## config.mk

```make
export PLATFORM = sky130hd
export DESIGN_NAME = cpts_front
export DESIGN_NICKNAME = d
export VERILOG_FILES = /design/src/rtl/core/cpts_pkg.sv /design/src/rtl/core/cpts_front.sv
export SDC_FILE = /design/constraint.sdc
export NUM_CORES = 1
export LEC_CHECK = 0
export ABC_CLOCK_PERIOD_IN_PS = 3300
export BUFFER_PORTS_ARGS = -buffer_cell sky130_fd_sc_hd__buf_2
export CORE_AREA = 4 4 147 149
export CTS_CLUSTER_SIZE = 40
export DETAILED_ROUTE_END_ITERATION = 16
export DIE_AREA = 0 0 151 153
export SLEW_MARGIN = 0
export SYNTH_ARGS = -nofsm -noshare
export SYNTH_HDL_FRONTEND = slang
export SYNTH_SLANG_ARGS = --single-unit
```

## constraint.sdc

```tcl
create_clock -name i_clk -period 3.3 [get_ports i_clk]
set_clock_uncertainty 0.15 [all_clocks]
set_input_delay 0.33 -clock i_clk [delete_from_list [all_inputs] [get_ports i_clk]]
set_output_delay 0.33 -clock i_clk [all_outputs]
set_load 0.005 [all_outputs]
```

## src/rtl/core/cpts_pkg.sv

```systemverilog
// Shared constants, types and helpers for the clock polynomial time shift block.
// No dependencies; every other file in rtl/core imports this package.
package cpts_pkg;

    // Field widths
    localparam int COEF_W    = 48;
    localparam int DT_W      = 40;
    localparam int ORDER_W   = 3;
    localparam int CNT_W     = 3;
    localparam int CFG_IDX_W = 3;

    // Polynomial size and fixed point scaling
    localparam int MAX_ORDER  = 5;
    localparam int NCOEF      = MAX_ORDER + 1;
    localparam int NUM_MACS   = MAX_ORDER * (MAX_ORDER + 1) / 2;
    localparam int FRAC_SHIFT = 16;

    // Default depth of the queue between front and back
    localparam int DEF_QUEUE_DEPTH = 4;

    typedef logic [CFG_IDX_W-1:0] t_cfg_idx;

    // Configuration register indexes
    localparam t_cfg_idx REG_COEF_LAST = t_cfg_idx'(NCOEF - 1);
    localparam t_cfg_idx REG_ORDER     = t_cfg_idx'(NCOEF);
    localparam t_cfg_idx REG_PRESENT   = t_cfg_idx'(NCOEF + 1);

    typedef logic signed [COEF_W-1:0] t_coef;
    typedef t_coef [NCOEF-1:0]        t_coefs;

    // Clock model as held in the configuration registers
    typedef struct packed {
        t_coefs               coef;
        logic [ORDER_W-1:0]   order;
        logic                 present;
    } t_model;

    // Classified word travelling from front to back
    typedef struct packed {
        logic signed [DT_W-1:0] dt;
        logic                   err;
        logic [ORDER_W-1:0]     order;
    } t_item;

    // Working state of one word inside the multiply-add triangle
    typedef struct packed {
        t_coefs                 b;
        logic signed [DT_W-1:0] dt;
        logic                   err;
        logic [CNT_W-1:0]       cnt;
        logic                   ovf;
    } t_lane;

    // Coefficient index updated by multiply-add unit number mac_idx: passes of
    // falling length, each sweeping from the top coefficient downwards
    function automatic int mac_target(input int mac_idx);
        int rem;
        int pass_len;
        int res;
        rem      = mac_idx;
        pass_len = MAX_ORDER;
        res      = 0;
        for (int p = 0; p < MAX_ORDER; p++) begin
            if (rem >= 0 && rem < pass_len) begin
                res = MAX_ORDER - 1 - rem;
            end
            rem      = rem - pass_len;
            pass_len = pass_len - 1;
        end
        return res;
    endfunction

endpackage

```

## src/rtl/core/cpts_front.sv

```systemverilog
// Front end: accepts time offsets and classifies them against the clock model.
// Depends on cpts_pkg; feeds cpts_queue.
module cpts_front (
    input  logic                          i_clk,
    input  logic                          i_rst_n,
    input  logic                          i_push,
    input  logic signed [cpts_pkg::DT_W-1:0] i_dt,
    output logic                          o_full,
    input  cpts_pkg::t_model              i_model,
    input  logic                          i_q_full,
    output logic                          o_q_push,
    output cpts_pkg::t_item               o_item
);
    import cpts_pkg::*;

    logic  r_vld;
    logic  n_vld;
    t_item r_item;
    t_item n_item;
    logic  w_move;
    logic  w_accept;

    // Hand the held word on whenever the queue has room
    assign w_move   = r_vld && !i_q_full;
    assign o_full   = r_vld && i_q_full;
    assign w_accept = i_push && !o_full;
    assign n_vld    = w_accept || (r_vld && !w_move);

    // Classify: missing model or unusable order is an error
    always_comb begin
        n_item.dt    = i_dt;
        n_item.order = i_model.order;
        n_item.err   = !i_model.present || (i_model.order > ORDER_W'(MAX_ORDER));
    end

    always_ff @(posedge i_clk) begin
        if (!i_rst_n) begin
            r_vld <= 1'b0;
        end else begin
            r_vld <= n_vld;
        end
    end

    // Hold the payload until the next word arrives
    always_ff @(posedge i_clk) begin
        if (w_accept) begin
            r_item <= n_item;
        end
    end

    assign o_q_push = w_move;
    assign o_item   = r_item;

endmodule

```

-- Word level (Yosys, flattened, before mapping)
Index checks and enable logic that the tools add are counted.
W data, S select, Z words.
- logic and storage cells: 15
- output and inout port bits: 46
- input port bits: 336
- register bits after elaboration: 45
- order comparisons: 1
- reduce and logical (&&, ||, !) cells: 10
- operators by type and width (operator ; number):
    $logic_and A1 B1 Y1 ; 4
    $logic_not A1 Y1 ; 4
    $gt A3 B3 Y1 const B ; 1
    $logic_or A1 B1 Y1 ; 2

-- Longest topological paths before layout
- word-level depth: 5
- mapped depth: 2
- mapped depth without buffers: 2

-- Least setup slack after synthesis
No wires, ideal clock.
- path type: input to register
- start: input port i_q_full
- end: register r_item, in the netlist o_item[0] (enable)
- cell stages on the path: 2
- path buffers: 0
- data required time: 2700 ps
- slack: 244 ps
- setup time: 450 ps
- arrival: 2455 ps
- cell sequence: and2_4 nor2b_1
- cells in the longest elaborated chain, start to end: 3
- ends and longest elaborated chain (what ; line ; RTL):
    start, declared ; cpts_front.sv:10 ; input logic i_q_full,
    $logic_and A1 B1 Y1 ; cpts_front.sv:25 ; assign o_full = r_vld && i_q_full;
    $logic_not A1 Y1 ; cpts_front.sv:26 ; assign w_accept = i_push && !o_full;
    $logic_and A1 B1 Y1 ; cpts_front.sv:26 ;
    net w_accept ; cpts_front.sv:21 ; logic w_accept;
    end signal, assigned ; cpts_front.sv:47 ; r_item <= n_item;
    end, declared ; cpts_front.sv:18 ; t_item r_item;
The timed path passes the listed nets, and every way through them passes these cells.
A chain may end at the register's enable or synchronous reset.

-- Final worst setup path
- start: register r_vld
- end: register r_item, in the netlist o_item[4] (enable)
- cells in the longest elaborated chain, start to end: 3
- ends and longest elaborated chain (what ; line ; RTL):
    start, declared ; cpts_front.sv:16 ; logic r_vld;
    start signal, assigned ; cpts_front.sv:40 ; r_vld <= n_vld;
    $logic_and A1 B1 Y1 ; cpts_front.sv:25 ;
    $logic_not A1 Y1 ; cpts_front.sv:26 ;
    $logic_and A1 B1 Y1 ; cpts_front.sv:26 ;
    net w_accept ; cpts_front.sv:21 ;
The timed path passes the listed nets, and every way through them passes these cells.

==> metrics.yaml <==
clocking:
  path_clk_slew_ns: 0.06
  worstSkewPairLatency_ns: 0.28
  postCtsSetupRepairBufs: 0
  cts_buffers: 5
  cts_hold_buf: 0
  cts_buffer_depth: 2
  cts_tree: "built"
  cts_sinks: 45
  cts_resized: 0
  h-tree-depth: 2
  cts-root-buf: "clkbuf_16"
global_route:
  grt.busiest_layer: "met2"
  grt_max_degree: 45
  grt_pass1_vias: 1029
  grt_usage: 0.04472
  overflow: 0
  antenna_found_initial: 1
  grt_pass1_wl_um: 7086
  met3_usage: 0.04412
  met2_usage: 0.06146
  grtUsageMet1: 0.04680
setup_path:
  critPathArrivalTime_ns: 1.35
  critical_path_buf_inv_count: 1
  crit_path_start_kind: "flop"
  r2r_cells: 3
  cp.required_ns: 3.07
  crit_chain: "and2_4 > nor2b_4 > buf_4"
  path_delay_family: "buffers and inverters"
  slowest_delay_ns: 0.50
  crit_slowest_cell: "buf_4"
  worst_setup_path_end_kind: "flop"
  crit_fanout: 44
  crit_type: "flop to flop"
  crit_cells: 3
timing:
  drv_slew: 0
  fmax_mhz: 633.2
  maxSlewHeadroom: 0.6059
  hold_viol: 0
  finalSetupViolations: 0
  setup_slack_ns: 1.721
  whs_ns: 0.06802
  period_needed_ns: 1.579
  period_share: 0.4786
  tns_ns: 0
  rsz0062_at_grt: "false"
  tightest_slew_ns: 0.5912
route:
  routed_wl_um: 5072
  drt_pre_antenna_iters: 3
  ant_nets: 0
  drt_iter0_markers: 16
  routed_via_density: 2.111
  wl_per_cell_um: 11.99
  drc: 0
  num_vias: 893
synthesis:
  ys_warn_count: 0
  synth_cell_types: 7
  ys_ff_latch: 45
  synth_xor_area_frac: 0
  synthMuxAreaShare: 0
  synth_nets: 387
  synth_compound_area_frac: 0.005445
  synthAdderAreaFrac: 0
  synth_seq_area_share: 0.9728
  synth_simple_gate_area_frac: 0.02178
  synth.area.top_cells: "edfxtp_1, dfxtp_1, and2_4"
  synth_top_family_by_area: "simple AND/OR/NAND/NOR gates"
  post_synth.cell_area_avg_um2: 27.04
  synth.largest_area_cell: "edfxtp_1"
  syn_inst: 51
  yosys.area.top_type_share: 0.9583
  synthesis.area_um2: 1379
placed_design:
  io_buffers: 93
  gp_congestion: 0.6618
  dp_slack_ns: 1.548
  hpwl_um: 4226
die:
  dieArea_um2: 23100
  core_um2: 20170
  std_cell_rows: 52
  io_pins: 382
  fp.dieW_um: 151
  start_util: 0.06836
  dieHeight_um: 153
final_layout:
  finish.utilization: 0.1175
  drive_gt1_frac: 0.6732
  diodes: 0
  areaGrowthSynthToFinish_pct: 71.87
  fillers: 2332
  finish.net_count: 488
worst_hold_path:
  hold_path_class: "input port to flop"
  hold-path-cell-count: 1
run:
  maxCapViolCount: 0
power_and_ir_drop:
  peakVddDrop_uv: 232.3
  power-per-cell-area_nw_per_um2: 567.7
  p_leak_uw: 0.0009168
status:
  status: "finished clean"
## Yosys cell counts
master and count:
edfxtp_1 44, nand2_1 2, and2_4 1, and2b_1 1, dfxtp_1 1, nor2b_1 1
o21a_1 1
## worst paths after layout
kind | startpoint | end | slack [ns]
setup / recovery | r_vld | o_item[4] | 1.72
hold / removal | i_dt[10] | o_item[14] | 0.07
setup reg to reg | r_vld | o_item[4] | 1.72
hold reg to reg | r_vld | r_vld | 0.48
## cells by family (layout without fill, tap and decap cells)
| family | after synthesis | in the layout |
|---|---|---|
| AO/OA/AOI/OAI | 1 | 1 |
| buffers and inverters | 0 | 102 |
| flip-flops | 45 | 45 |
| AND/OR/NAND/NOR | 5 | 5 |
## registers in the layout (all words and copies together) (netlist names)
signal,flops
r_vld,1
o_item,44
## metrics by stage
step | power [uW] | cells | instance area [um^2]
final | 1345 | 423 | 2370
after global placement | 779.6 | 415 | 2197
after detailed placement | 783.9 | 415 | 2197
after global routing | 1414 | 423 | 2370
after floorplan | 707.1 | 51 | 1379
after CTS | 1372 | 423 | 2370
## where the power goes
| group | switching (uW) | internal (uW) | total [uW] | leakage (uW) |
|---|---|---|---|---|
| combinational | 48.7 | 43.3 | 92.0 | 0.000399 |
| sequential | 8.45 | 668 | 676 | 0.000434 |
| clock | 199 | 378 | 577 | 0.0000841 |
| total | 256 | 1090 | 1350 | 0.000917 |
## layout by cell type (no fill, tap or decap)
cell type  synthesis  layout
edfxtp_1          44      44
clkbuf_1           0       1
and2_4             1       1
buf_2              0      93
dfxtp_1            1       1
buf_4              0       1
and2b_1            1       1
bufinv_16          0       1
nor2b_4            0       1
o21a_1             1       1
clkbuf_16          0       5
nand2_1            2       2
clkbuf_8           0       1
## area by class of cell
type / instances / area (um^2) / share of cell area
multi-input cells: 6 / 45.04 / 0.01901
repair buffers: 94 / 473.0 / 0.1996
flip-flops and latches: 45 / 1341 / 0.5660
well taps: 270 / 337.8 / 0.1426
clock inverters: 1 / 30.03 / 0.01267
clock buffers: 7 / 142.6 / 0.06019
## metal layers
layer,routed length [um],share of wire
met2,2069,0.41
met3,1013,0.20
met1,1901,0.37
met5,16,0.0032
met4,71,0.014
No activity file was read; power rests on OpenSTA's default activity.
