==> config.mk <==
export PLATFORM = sky130hd
export DESIGN_NAME = cpts_queue
export DESIGN_NICKNAME = d
export VERILOG_FILES = /design/src/rtl/core/cpts_pkg.sv /design/src/rtl/core/cpts_queue.sv
export SDC_FILE = /design/constraint.sdc
export NUM_CORES = 1
export LEC_CHECK = 0
export ABC_CLOCK_PERIOD_IN_PS = 2000
export BUFFER_PORTS_ARGS = -buffer_cell sky130_fd_sc_hd__buf_2
export CORE_MARGIN = 3
export CORE_UTILIZATION = 45
export CTS_CLUSTER_SIZE = 16
export DETAILED_ROUTE_END_ITERATION = 8
export PLACE_DENSITY = 0.67
export SLEW_MARGIN = 20
export SYNTH_ARGS = -nofsm -noshare
export SYNTH_HDL_FRONTEND = slang
export SYNTH_SLANG_ARGS = --single-unit
==> constraint.sdc <==
create_clock -name i_clk -period 2 [get_ports i_clk]
set_input_delay 0.4 -clock i_clk [delete_from_list [all_inputs] [get_ports i_clk]]
set_output_delay 0.4 -clock i_clk [all_outputs]
set_load 0.005 [all_outputs]
==> src/rtl/core/cpts_pkg.sv <==
// Shared constants, types and helpers for the clock polynomial time shift block.
// No dependencies; every other file in rtl/core imports this package.
package cpts_pkg;

    // Field widths
    localparam int COEF_W    = 48;
    localparam int DT_W      = 40;
    localparam int ORDER_W   = 3;
    localparam int CNT_W     = 3;
    localparam int CFG_IDX_W = 3;

    // Polynomial size and fixed point scaling
    localparam int MAX_ORDER  = 5;
    localparam int NCOEF      = MAX_ORDER + 1;
    localparam int NUM_MACS   = MAX_ORDER * (MAX_ORDER + 1) / 2;
    localparam int FRAC_SHIFT = 16;

    // Default depth of the queue between front and back
    localparam int DEF_QUEUE_DEPTH = 4;

    typedef logic [CFG_IDX_W-1:0] t_cfg_idx;

    // Configuration register indexes
    localparam t_cfg_idx REG_COEF_LAST = t_cfg_idx'(NCOEF - 1);
    localparam t_cfg_idx REG_ORDER     = t_cfg_idx'(NCOEF);
    localparam t_cfg_idx REG_PRESENT   = t_cfg_idx'(NCOEF + 1);

    typedef logic signed [COEF_W-1:0] t_coef;
    typedef t_coef [NCOEF-1:0]        t_coefs;

    // Clock model as held in the configuration registers
    typedef struct packed {
        t_coefs               coef;
        logic [ORDER_W-1:0]   order;
        logic                 present;
    } t_model;

    // Classified word travelling from front to back
    typedef struct packed {
        logic signed [DT_W-1:0] dt;
        logic                   err;
        logic [ORDER_W-1:0]     order;
    } t_item;

    // Working state of one word inside the multiply-add triangle
    typedef struct packed {
        t_coefs                 b;
        logic signed [DT_W-1:0] dt;
        logic                   err;
        logic [CNT_W-1:0]       cnt;
        logic                   ovf;
    } t_lane;

    // Coefficient index updated by multiply-add unit number mac_idx: passes of
    // falling length, each sweeping from the top coefficient downwards
    function automatic int mac_target(input int mac_idx);
        int rem;
        int pass_len;
        int res;
        rem      = mac_idx;
        pass_len = MAX_ORDER;
        res      = 0;
        for (int p = 0; p < MAX_ORDER; p++) begin
            if (rem >= 0 && rem < pass_len) begin
                res = MAX_ORDER - 1 - rem;
            end
            rem      = rem - pass_len;
            pass_len = pass_len - 1;
        end
        return res;
    endfunction

endpackage

==> src/rtl/core/cpts_queue.sv <==
// Small register queue parting the front end from the arithmetic back end.
// Depends on cpts_pkg for the word type.
module cpts_queue #(
    parameter int DEPTH = cpts_pkg::DEF_QUEUE_DEPTH
) (
    input  logic            i_clk,
    input  logic            i_rst_n,
    input  logic            i_push,
    input  cpts_pkg::t_item i_item,
    output logic            o_full,
    input  logic            i_pop,
    output cpts_pkg::t_item o_item,
    output logic            o_empty
);
    import cpts_pkg::*;

    localparam int PTR_W  = $clog2(DEPTH);
    localparam int QCNT_W = $clog2(DEPTH + 1);

    t_item              r_mem [DEPTH];
    logic [PTR_W-1:0]   r_wr_ptr;
    logic [PTR_W-1:0]   r_rd_ptr;
    logic [QCNT_W-1:0]  r_count;
    logic [PTR_W-1:0]   n_wr_ptr;
    logic [PTR_W-1:0]   n_rd_ptr;
    logic [QCNT_W-1:0]  n_count;

    // Advance pointers with wrap at the last entry
    assign n_wr_ptr = (r_wr_ptr == PTR_W'(DEPTH - 1)) ? '0 : r_wr_ptr + 1'b1;
    assign n_rd_ptr = (r_rd_ptr == PTR_W'(DEPTH - 1)) ? '0 : r_rd_ptr + 1'b1;
    assign n_count  = r_count + QCNT_W'(i_push) - QCNT_W'(i_pop);

    always_ff @(posedge i_clk) begin
        if (!i_rst_n) begin
            r_wr_ptr <= '0;
            r_rd_ptr <= '0;
            r_count  <= '0;
        end else begin
            if (i_push) begin
                r_wr_ptr <= n_wr_ptr;
            end
            if (i_pop) begin
                r_rd_ptr <= n_rd_ptr;
            end
            r_count <= n_count;
        end
    end

    // Store the incoming word
    always_ff @(posedge i_clk) begin
        if (i_push) begin
            r_mem[r_wr_ptr] <= i_item;
        end
    end

    assign o_item  = r_mem[r_rd_ptr];
    assign o_full  = (r_count == QCNT_W'(DEPTH));
    assign o_empty = (r_count == '0);

endmodule

Word-level counts from Yosys, hierarchy flattened
Memory sizes are Yosys's and may differ from the RTL's. A register that Yosys moved wholly into a read port is not among the register bits.
Index checks and enable logic that the tools add are counted.
Storage, ports and cells
  memories: 1
  ROM bits: 0
  bits in registers: 7
  logic and storage cells: 18
  bits in writable memories: 176
  bits in latches: 0
Cells by class
  muxes and demuxes: 6
  bitwise operators: 0
  order comparisons: 0
  reduce and logical (&&, ||, !) cells: 1
  eq/ne operators: 3
  $add $sub $neg: 4
  $mul: 0
  div/mod/pow operators: 0
  shift operators: 0
Memories
  r_mem: depth 4, width 44, read ports 1, clocked after Yosys merged registers in 1, wr ports 1, line cpts_queue.sv:20  | t_item r_mem [DEPTH];
Operators with widths (count)
  2-to-1 mux 2 bit: 4
  adder 2 x 1 -> 2 bit (second input constant): 2
  equality test 2 bit (second input constant): 2
  adder 3 x 1 -> 3 bit: 1
  equality test 3 bit (second input constant): 1
  logical NOT 3 bit: 1
  subtractor 3 x 1 -> 3 bit: 1
  2-to-1 mux 1 bit: 2

Logic depth before layout (Yosys ltp)
Gate-level depths: netlist of the first run.
  depth in word-level cells: 4
  depth in mapped cells: 7
  gate-level depth less buffers: 7

Worst setup path before layout of the first run
OpenSTA, ideal clock, no wires.
  path kind: flip-flop to flip-flop
  start: register r_wr_ptr[0]
  end: memory r_mem[2][0] (netlist name), enable pin
  data arrival time: 1596 ps
  cell stages (with the launch flop): 4
  setup slack: -2 ps
  cells stage by stage: dfxtp_1 inv_1 ha_1 and2_1
RTL lines
  from (decl): line cpts_queue.sv:21  | logic [PTR_W-1:0] r_wr_ptr;
  from (signal assigned): line cpts_queue.sv:40  | r_wr_ptr <= n_wr_ptr;
  to (decl): line cpts_queue.sv:20
Straight into the memory's write port.

==> flow_metrics.tcl, run 1 <==
set metrics [dict create \
    end_kind "output pin" \
    synthTopCellsByArea "edfxtp_1, mux4_2, dfxtp_1, mux4_1, ha_1" \
    p_leak_nw 2.910 \
    final-setup-viol-count 44 \
    power_mw 8.745 \
    die_height_um 129.5 \
    ys_ff_latch 185 \
    grt_start_max_net_pins 31 \
    die_w_um 129.5 \
    worstPathCellList "buf_12, buf_12, mux4_2, buf_2" \
    fin_nets 452 \
    row_count 44 \
    io_pins 94 \
    hpwl_um 7091 \
    syn_area_um2 6865 \
    outcome "finished, violations left" \
    cts_root_buffer "clkbuf_16" \
    synth_warnings 0 \
    layout-drive-gt1-share_pct 46.70 \
    io_buffers 93 \
    clock_skew_ps 6.251 \
    post_drt_via_cell_ratio 5.195 \
    seq_area_frac_synth_pct 79.61 \
    hold_viol_final 0 \
    cpMostUsedCell "buf_12" \
    synth_cells 274 \
    highest_layer "met4" \
    rsz0062_at_grt "true" \
    grt_overflow 0 \
    syn_nets 330 \
    numCtsBuffers 17 \
    min_path_type "in -> reg" \
    violations "setup timing" \
    met3_length_um 624 \
    irDropWorstVdd_mv 0.5452 \
    grt_antenna_before_repair 1 \
    firstDrtPassIters 4 \
    grt_pass1_wl_um 17980 \
    critical_path.max_fanout 7 \
    holdBufCountCts 0 \
    fin_ws_ps -123.8 \
    syn2layout_area_growth_pct 22.60 \
    drt_iter0_drc 149 \
    ant_nets 0 \
    yosysTopAreaCellShare_pct 76.98 \
    r2r_setup_slack_ps 260 \
    worstPathRequired_ps 1600 \
    yosysTopAreaCell "edfxtp_1" \
    post-place-cells 555 \
    drt-met1-wl_um 5299 \
    core_um2 14750 \
    cp_slowest_stage_delay_ps 520 \
    reg2reg_depth 7 \
    slew_headroom_pct 82.18 \
    maxSlewViolCount 0 \
    postLayoutCoreUtil_pct 57.05 \
    fmax_ghz 0.4708 \
    whs_path_depth 1 \
    grt_use_total_pct 14.87 \
    via_count 3086 \
    htreeDepth 4 \
    dieArea_um2 16770 \
    syn_avg_cell_area_um2 25.06 \
    min_period_ps 2124 \
    drv_cap 0 \
    start_kind "flip-flop" \
    clock_latency_ps 420 \
    wl_per_cell_um 20.00 \
    place_congestion 0.7359 \
    tightest_slew_ps 267.4 \
    path_class "reg -> out" \
    dr_wl_met2_um 5752 \
    cts_buffer_depth 2 \
    initial_core_util_pct 46.53 \
    arrival_ps 1720 \
    slowest_stage "mux4_2" \
    cts.clk_slew.worst_paths_ps 70 \
    grt_pass1_vias 3238 \
    synth.distinct_cells 20 \
    clock-sinks 185 \
    powerDensity_nw_per_um2 1039 \
    stdcell_count 594 \
    cts_tree "yes" \
    wirelength_um 11880 \
    drc 0 \
    period_share_pct 106.2 \
]
[metrics by stage]
step | setup WS [ps] | hold WS [ps] | area, um^2 | setup TNS (ps)
after CTS | -200.3 | 166.0 | 8300 | -6627
final | -123.8 | 190.1 | 8417 | -4056
after detailed placement | 80.06 | 512.4 | 7660 | 0
after floorplan | 2.163 | 475.8 | 6868 | 0
after global placement | 118.2 | 508.8 | 7660 | 0
after global routing | -194.2 | 175.2 | 8414 | -7264
[kinds of logic (layout without fill, tap and decap cells)]
family / count (synthesis) / in the layout / synth area share [%]
DFF: 185 / 185 / 79.61
muxes: 46 / 46 / 14.94
buffers and inverters: 17 / 152 / 2.078
and+or+nand+nor: 15 / 15 / 1.312
adders and majority gates: 8 / 8 / 1.567
AOI/OAI and AO/OA: 2 / 2 / 0.1458
xor gates and xnor gates: 1 / 1 / 0.3462
other: 0 / 1 / 0
[layout make-up]
type | count | area [um^2]
multi-input cells | 72 | 1251
well taps | 184 | 230.2
flip-flops and latches | 185 | 5473
clock inverters | 7 | 142.6
fillers | 1112 | 6337
repair buffers | 113 | 805.8
inverters | 7 | 26.28
clock buffers | 25 | 485.5
diodes | 1 | 2.502
[report_power, final]
| group | internal [mW] | total (mW) | switching (mW) |
|---|---|---|---|
| sequential | 4.42 | 4.47 | 0.0493 |
| clock | 2.19 | 3.50 | 1.30 |
| combinational | 0.429 | 0.780 | 0.351 |
[worst max-delay path, delay by kind of cell, from the launching register on]
kind / cells / cell delay (ps)
mux: 1 / 520
buf+inv: 3 / 420
flops: 1 / 360
[synthesized netlist by cell type]
library cell	number
edfxtp_1	176
a21oi_1	2
dfxtp_1	9
inv_1	7
nor2_1	3
buf_12	4
xor3_1	1
buf_6	1
mux2i_1	2
nand2b_1	2
mux4_2	40
ha_1	7
mux4_1	4
and2_1	6
buf_2	4
and3_1	1
fa_1	1
nor3_1	1
clkbuf_2	1
or3b_2	2
[state kept, by name, indices dropped and copies added (netlist names), named ones only]
signal and cells:
r_mem 176, r_count 3, r_wr_ptr 2, r_rd_ptr 2
[metal layers]
layer / vias to the layer above / GRT usage [%]
met1: 1595 / 19.85
met4: 0 / 5.868
met2: 83 / 23.05
li1: 1392 / -
met3: 16 / 4.782
met5: - / 0
[repair_timing]
action | 4_1_cts | 5_1_grt
hold endpoints to repair | 0 | 0
setup buffers | 1 | 3
setup endpoints to repair | 44 | 44
pin swaps | 0 | 0
gates resized for setup | 5 | 8
gates cloned | 0 | 2
[final timing paths]
check,start,to
min reg2reg,r_rd_ptr[0],flip-flop
min,i_item[43],r_mem[0][43]
max,flip-flop,o_item[12]
max reg2reg,r_count[0],r_count[2]
[placed cells by master (no fill, tap or decap), types with 3 or more instances in the layout]
cell        instances
edfxtp_1          176
clkinvlp_4          3
buf_12             10
clkbuf_8            3
buf_4               5
mux4_2             43
bufinv_16           4
inv_1               7
nor2_1              3
and2_2              4
buf_2              90
clkbuf_1            5
buf_6               6
ha_1                7
dfxtp_1             7
clkbuf_16          19
Power figures use the tool's default switching activity.
==> inputs of run 2 (changes only) <==
Settings changed: SETUP_SLACK_MARGIN set to 0.15.
==> flow_metrics.tcl, run 2 (synthesis results as in run 1) <==
set metrics [dict create \
    outcome "finished, violations left" \
    violations "setup timing" \
    critical_path.max_fanout 7 \
    dieArea_um2 16770 \
    reg2reg_depth 7 \
    start_kind "flip-flop" \
    cts_buffer_depth 2 \
    wl_per_cell_um 19.98 \
    grt_overflow 0 \
    p_leak_nw 2.894 \
    fin_ws_ps -160.1 \
    via_count 3071 \
    rr_startpoint "r_count[0]" \
    slew_headroom_pct 79.98 \
    tightest_slew_ps 300.3 \
    grt_antenna_before_repair 2 \
    clock_skew_ps 7.393 \
    drt_iter0_drc 208 \
    fin_nets 449 \
    cp_slowest_stage_delay_ps 480 \
    whs_path_depth 1 \
    clock-sinks 185 \
    hpwl_um 7018 \
    io_pins 94 \
    regToRegEndpoint "r_count[2]" \
    place_congestion 0.6881 \
    die_w_um 129.5 \
    numCtsBuffers 17 \
    io_buffers 93 \
    drc 0 \
    worstPathRequired_ps 1600 \
    layout-drive-gt1-share_pct 46.80 \
    met2_usage_pct 24.76 \
    cts_tree "yes" \
    post_drt_via_cell_ratio 5.205 \
    rsz0062_at_grt "true" \
    final_common_cell "edfxtp_1" \
    fmax_ghz 0.4629 \
    grt.busiest_layer "met2" \
    period_share_pct 108.0 \
    top_regs "r_mem x176, r_count x3" \
    final-setup-viol-count 44 \
    end_kind "output pin" \
    wirelength_um 11790 \
    grt_start_max_net_pins 42 \
    grt_pass1_wl_um 18460 \
    final_cell_mix "edfxtp_1, buf_2, mux4_2" \
    largest_reg_flops 176 \
    stdcell_count 590 \
    slowest_stage "mux4_2" \
    min-delay-start "i_item[31]" \
    row_count 44 \
    maxSlewViolCount 0 \
    worst-path-buf-inv 3 \
    max_flop_register "r_mem" \
    drv_cap 0 \
    clock_latency_ps 410 \
    syn2layout_area_growth_pct 22.02 \
    r2r_setup_slack_ps 240 \
    post-place-cells 553 \
    core_um2 14750 \
    grt_pass1_vias 3323 \
    htreeDepth 4 \
    irDropWorstVdd_mv 0.5568 \
    grt_use_total_pct 15.15 \
    ant_nets 0 \
    n_antenna_cell 0 \
    initial_core_util_pct 46.53 \
    cts_root_buffer "clkbuf_16" \
    powerDensity_nw_per_um2 1027 \
    min_path_type "in -> reg" \
    arrival_ps 1760 \
    firstDrtPassIters 4 \
    min_period_ps 2160 \
    hold_viol_final 0 \
    power_mw 8.604 \
    cts.clk_slew.worst_paths_ps 60 \
    hold_end "r_mem[1][31]" \
    die_height_um 129.5 \
    worstPathCellList "buf_12, buf_16, mux4_2, buf_2" \
    cp_top_family "multiplexers" \
    holdBufCountCts 0 \
    use_met3_pct 4.864 \
    grtUsageMet1_pct 18.98 \
    path_class "reg -> out" \
]
run 2: cell count changes in the layout (fill, tap and decap cells not counted), sizes merged:
cell / delta
buf: -1
bufinv: -1
diode: -1
clkinv: +3
clkinvlp: -1
clkbuf: -3
run 2: final cells by class:
| type | count | area, um^2 |
|---|---|---|
| clock buffer | 24 | 481.7 |
| clock inverter | 8 | 120.1 |
| fill | 1119 | 6377 |
| inverter | 7 | 26.28 |
| multi-input combinational | 72 | 1251 |
| sequential | 185 | 5474 |
| tap | 184 | 230.2 |
| timing repair buffer | 110 | 793.3 |
run 2: through the flow:
step / TNS [ps] / worst slack (ps) / util [%] / hold slack, ps / cell area (um^2)
after detailed placement: 0 / 68.62 / 51.90 / 520.4 / 7657
after CTS: -7034 / -206.9 / 56.62 / 169.0 / 8354
after floorplan: 0 / 280.6 / - / 475.8 / 6870
after global placement: 0 / 110.7 / 51.90 / 509.6 / 7657
after global routing: -8615 / -240.1 / 56.78 / 178.8 / 8377
final: -5063 / -160.1 / 56.78 / 197.7 / 8377
run 2: what timing repair did:
item / CTS / global route
resized for setup: 6 / 5
endpoints found under the setup margin: 44 / 45
cloned: 2 / 0
endpoints found under the hold margin: 0 / 0
pin swaps: 0 / 0
setup buffers: 3 / 0
run 2: worst reg2reg max path: cells and delay by family, from the launching register on:
family / cells / cell delay (ps)
buf+inv: 2 / 100
fa+ha+maj: 3 / 800
simple gates: 1 / 40
xor+xnor: 1 / 380
flops: 1 / 330
run 2: how the worst max path moves through the flow:
stage | end | slack [ps] | depth (start not counted)
2_1_floorplan | r_count[2] | 280 | 6
3_3_place_gp | r_count[2] | 110 | 7
3_5_place_dp | r_count[2] | 70 | 7
4_1_cts | o_item[19] | -210 | 4
5_1_grt | o_item[19] | -240 | 4
6_report | o_item[19] | -160 | 4
run 2: report_power, final:
group          switching, mW  total, mW  internal (mW)
Sequential            0.0613       4.48           4.42
Combinational          0.342      0.770          0.428
Clock                   1.29       3.35           2.06
Total                   1.70       8.60           6.91
run 2: per-layer routing:
metal | part of all wire (%) | vias to the layer above | routed length, um
met5 | 0.23 | - | 27
met4 | 1.7 | 4 | 195
met3 | 5.3 | 19 | 624
met2 | 51 | 73 | 5992
met1 | 42 | 1584 | 4947
li1 | - | 1391 | -
==> inputs of run 3 (changes only) <==
Settings changed: BUFFER_PORTS_ARGS -buffer_cell sky130_fd_sc_hd__buf_2 to -buffer_cell sky130_fd_sc_hd__clkbuf_2.
==> flow_metrics.tcl, run 3 (synthesis results as in run 1) <==
set metrics [dict create \
    min-delay-start "i_item[28]" \
    die_w_um 129.5 \
    pre_cts_slack_ps 70.70 \
    drc 0 \
    n_antenna_cell 0 \
    grtUsageMet1_pct 20.45 \
    fin_ws_ps -132.4 \
    fin_tns_setup_ps -4227 \
    min_period_ps 2132 \
    grt_antenna_before_repair 0 \
    final_common_cell "edfxtp_1" \
    ant_nets 0 \
    final_cell_mix "edfxtp_1, clkbuf_2, mux4_2" \
    tightest_slew_ps 291.3 \
    critical_path.max_fanout 8 \
    worstPathRequired_ps 1600 \
    regToRegEndpoint "r_count[2]" \
    final-setup-viol-count 44 \
    ff_latch_area_um2 5473 \
    cts.clk_slew.worst_paths_ps 60 \
    powerDensity_nw_per_um2 1065 \
    worstPathCellList "buf_12, buf_12, mux4_2, clkbuf_2" \
    design_area_um2 8524 \
    hold_end "r_mem[2][28]" \
    post-place-cells 555 \
    cpMostUsedCell "buf_12" \
    grt_overflow 0 \
    core_um2 14750 \
    via_count 3154 \
    rsz0062_at_grt "true" \
    violations "setup timing" \
    holdBufCountCts 0 \
    period_share_pct 106.6 \
    cts_root_buffer "clkbuf_16" \
    wl_per_cell_um 20.17 \
    start_kind "flip-flop" \
    grt_pass1_wl_um 18370 \
    io_buffers 93 \
    n_fill_cell 1082 \
    htreeDepth 4 \
    r2r_setup_slack_ps 410 \
    stdcell_count 599 \
    clock_skew_ps 4.815 \
    whs_path_depth 1 \
    top_regs "r_mem x176, r_count x3" \
    arrival_ps 1730 \
    fin_nets 458 \
    post_drt_via_cell_ratio 5.265 \
    met2_usage_pct 23.57 \
    use_met3_pct 4.740 \
    end_kind "output pin" \
    place_congestion 0.7230 \
    slowest_stage "mux4_2" \
    outcome "finished, violations left" \
    largest_reg_flops 176 \
    drt_iter0_drc 155 \
    drv_cap 0 \
    max_flop_register "r_mem" \
    syn2layout_area_growth_pct 24.17 \
    min_path_type "in -> reg" \
    p_leak_nw 3.003 \
    irDropWorstVdd_mv 0.5725 \
    firstDrtPassIters 4 \
    cts_tree "yes" \
    grt_pass1_vias 3306 \
    io_pins 94 \
    row_count 44 \
    cts_buffer_depth 2 \
    reg2reg_depth 7 \
    multi_input_area_um2 1247 \
    rr_startpoint "r_count[0]" \
    power_mw 9.075 \
    cp_slowest_stage_delay_ps 510 \
    path_class "reg -> out" \
    fmax_ghz 0.4690 \
    dieArea_um2 16770 \
    postLayoutCoreUtil_pct 57.78 \
    whs_ps 196.3 \
    grt_use_total_pct 15.11 \
    grt_start_max_net_pins 28 \
    clock_latency_ps 420 \
    numCtsBuffers 17 \
    slew_headroom_pct 80.58 \
    hold_viol_final 0 \
    clock-sinks 185 \
    initial_core_util_pct 46.53 \
    die_height_um 129.5 \
    worst-path-buf-inv 3 \
    postPlaceCellArea_um2 7660 \
    layout-drive-gt1-share_pct 48.19 \
    grt.busiest_layer "met2" \
    wirelength_um 12080 \
    hpwl_um 7340 \
    maxSlewViolCount 0 \
    cp_top_family "multiplexers" \
]
run 3: cell types whose count changed in the layout (fill, tap and decap cells not counted), sizes merged:
cell	previous run	this run
buf	110	26
bufinv	3	7
inv	7	8
clkinv	3	6
clkinvlp	2	0
clkbuf	24	111
run 3: worst max-delay path by stage:
stage	end	cells past startpoint
after global routing	o_item[37]	4
final	o_item[2]	4
after detailed placement	r_count[2]	7
after global placement	r_count[2]	7
after floorplan	r_count[2]	6
after CTS	o_item[4]	4
run 3: area by class of cell:
type / count / area share (%)
Clock buffer: 18 / 5.034
Clock inverter: 14 / 2.936
Inverter: 7 / 0.3082
Multi-Input combinational cell: 72 / 14.63
Sequential cell: 185 / 64.20
Tap cell: 184 / 2.701
Timing Repair Buffer: 119 / 10.19
run 3: worst register-to-register path, stage by stage (launching register included):
cell     delay, ps
dfxtp_1        330
inv_1           50
ha_1           260
inv_1           40
ha_1           180
fa_1           380
xor3_1         190
nor2_1         110
run 3: timing repair:
| action | CTS | global route |
|---|---|---|
| buffers inserted | 6 | 3 |
| pin swaps | 0 | 2 |
| cloned | 1 | 2 |
| resized for setup | 6 | 8 |
| endpoints found under the setup margin | 44 | 45 |
run 3: power by group:
part | leakage [nW] | total (mW) | internal [mW] | switching, mW
registers | 1.69 | 4.48 | 4.42 | 0.0591
logic | 0.977 | 0.803 | 0.448 | 0.355
clock network | 0.333 | 3.80 | 2.46 | 1.34
run 3: layer usage:
layer  vias up  routed length [um]
met3        16                 651
met5         -                   0
met1      1636                5200
met4         0                 174
met2        89                6057
li1       1413                   -
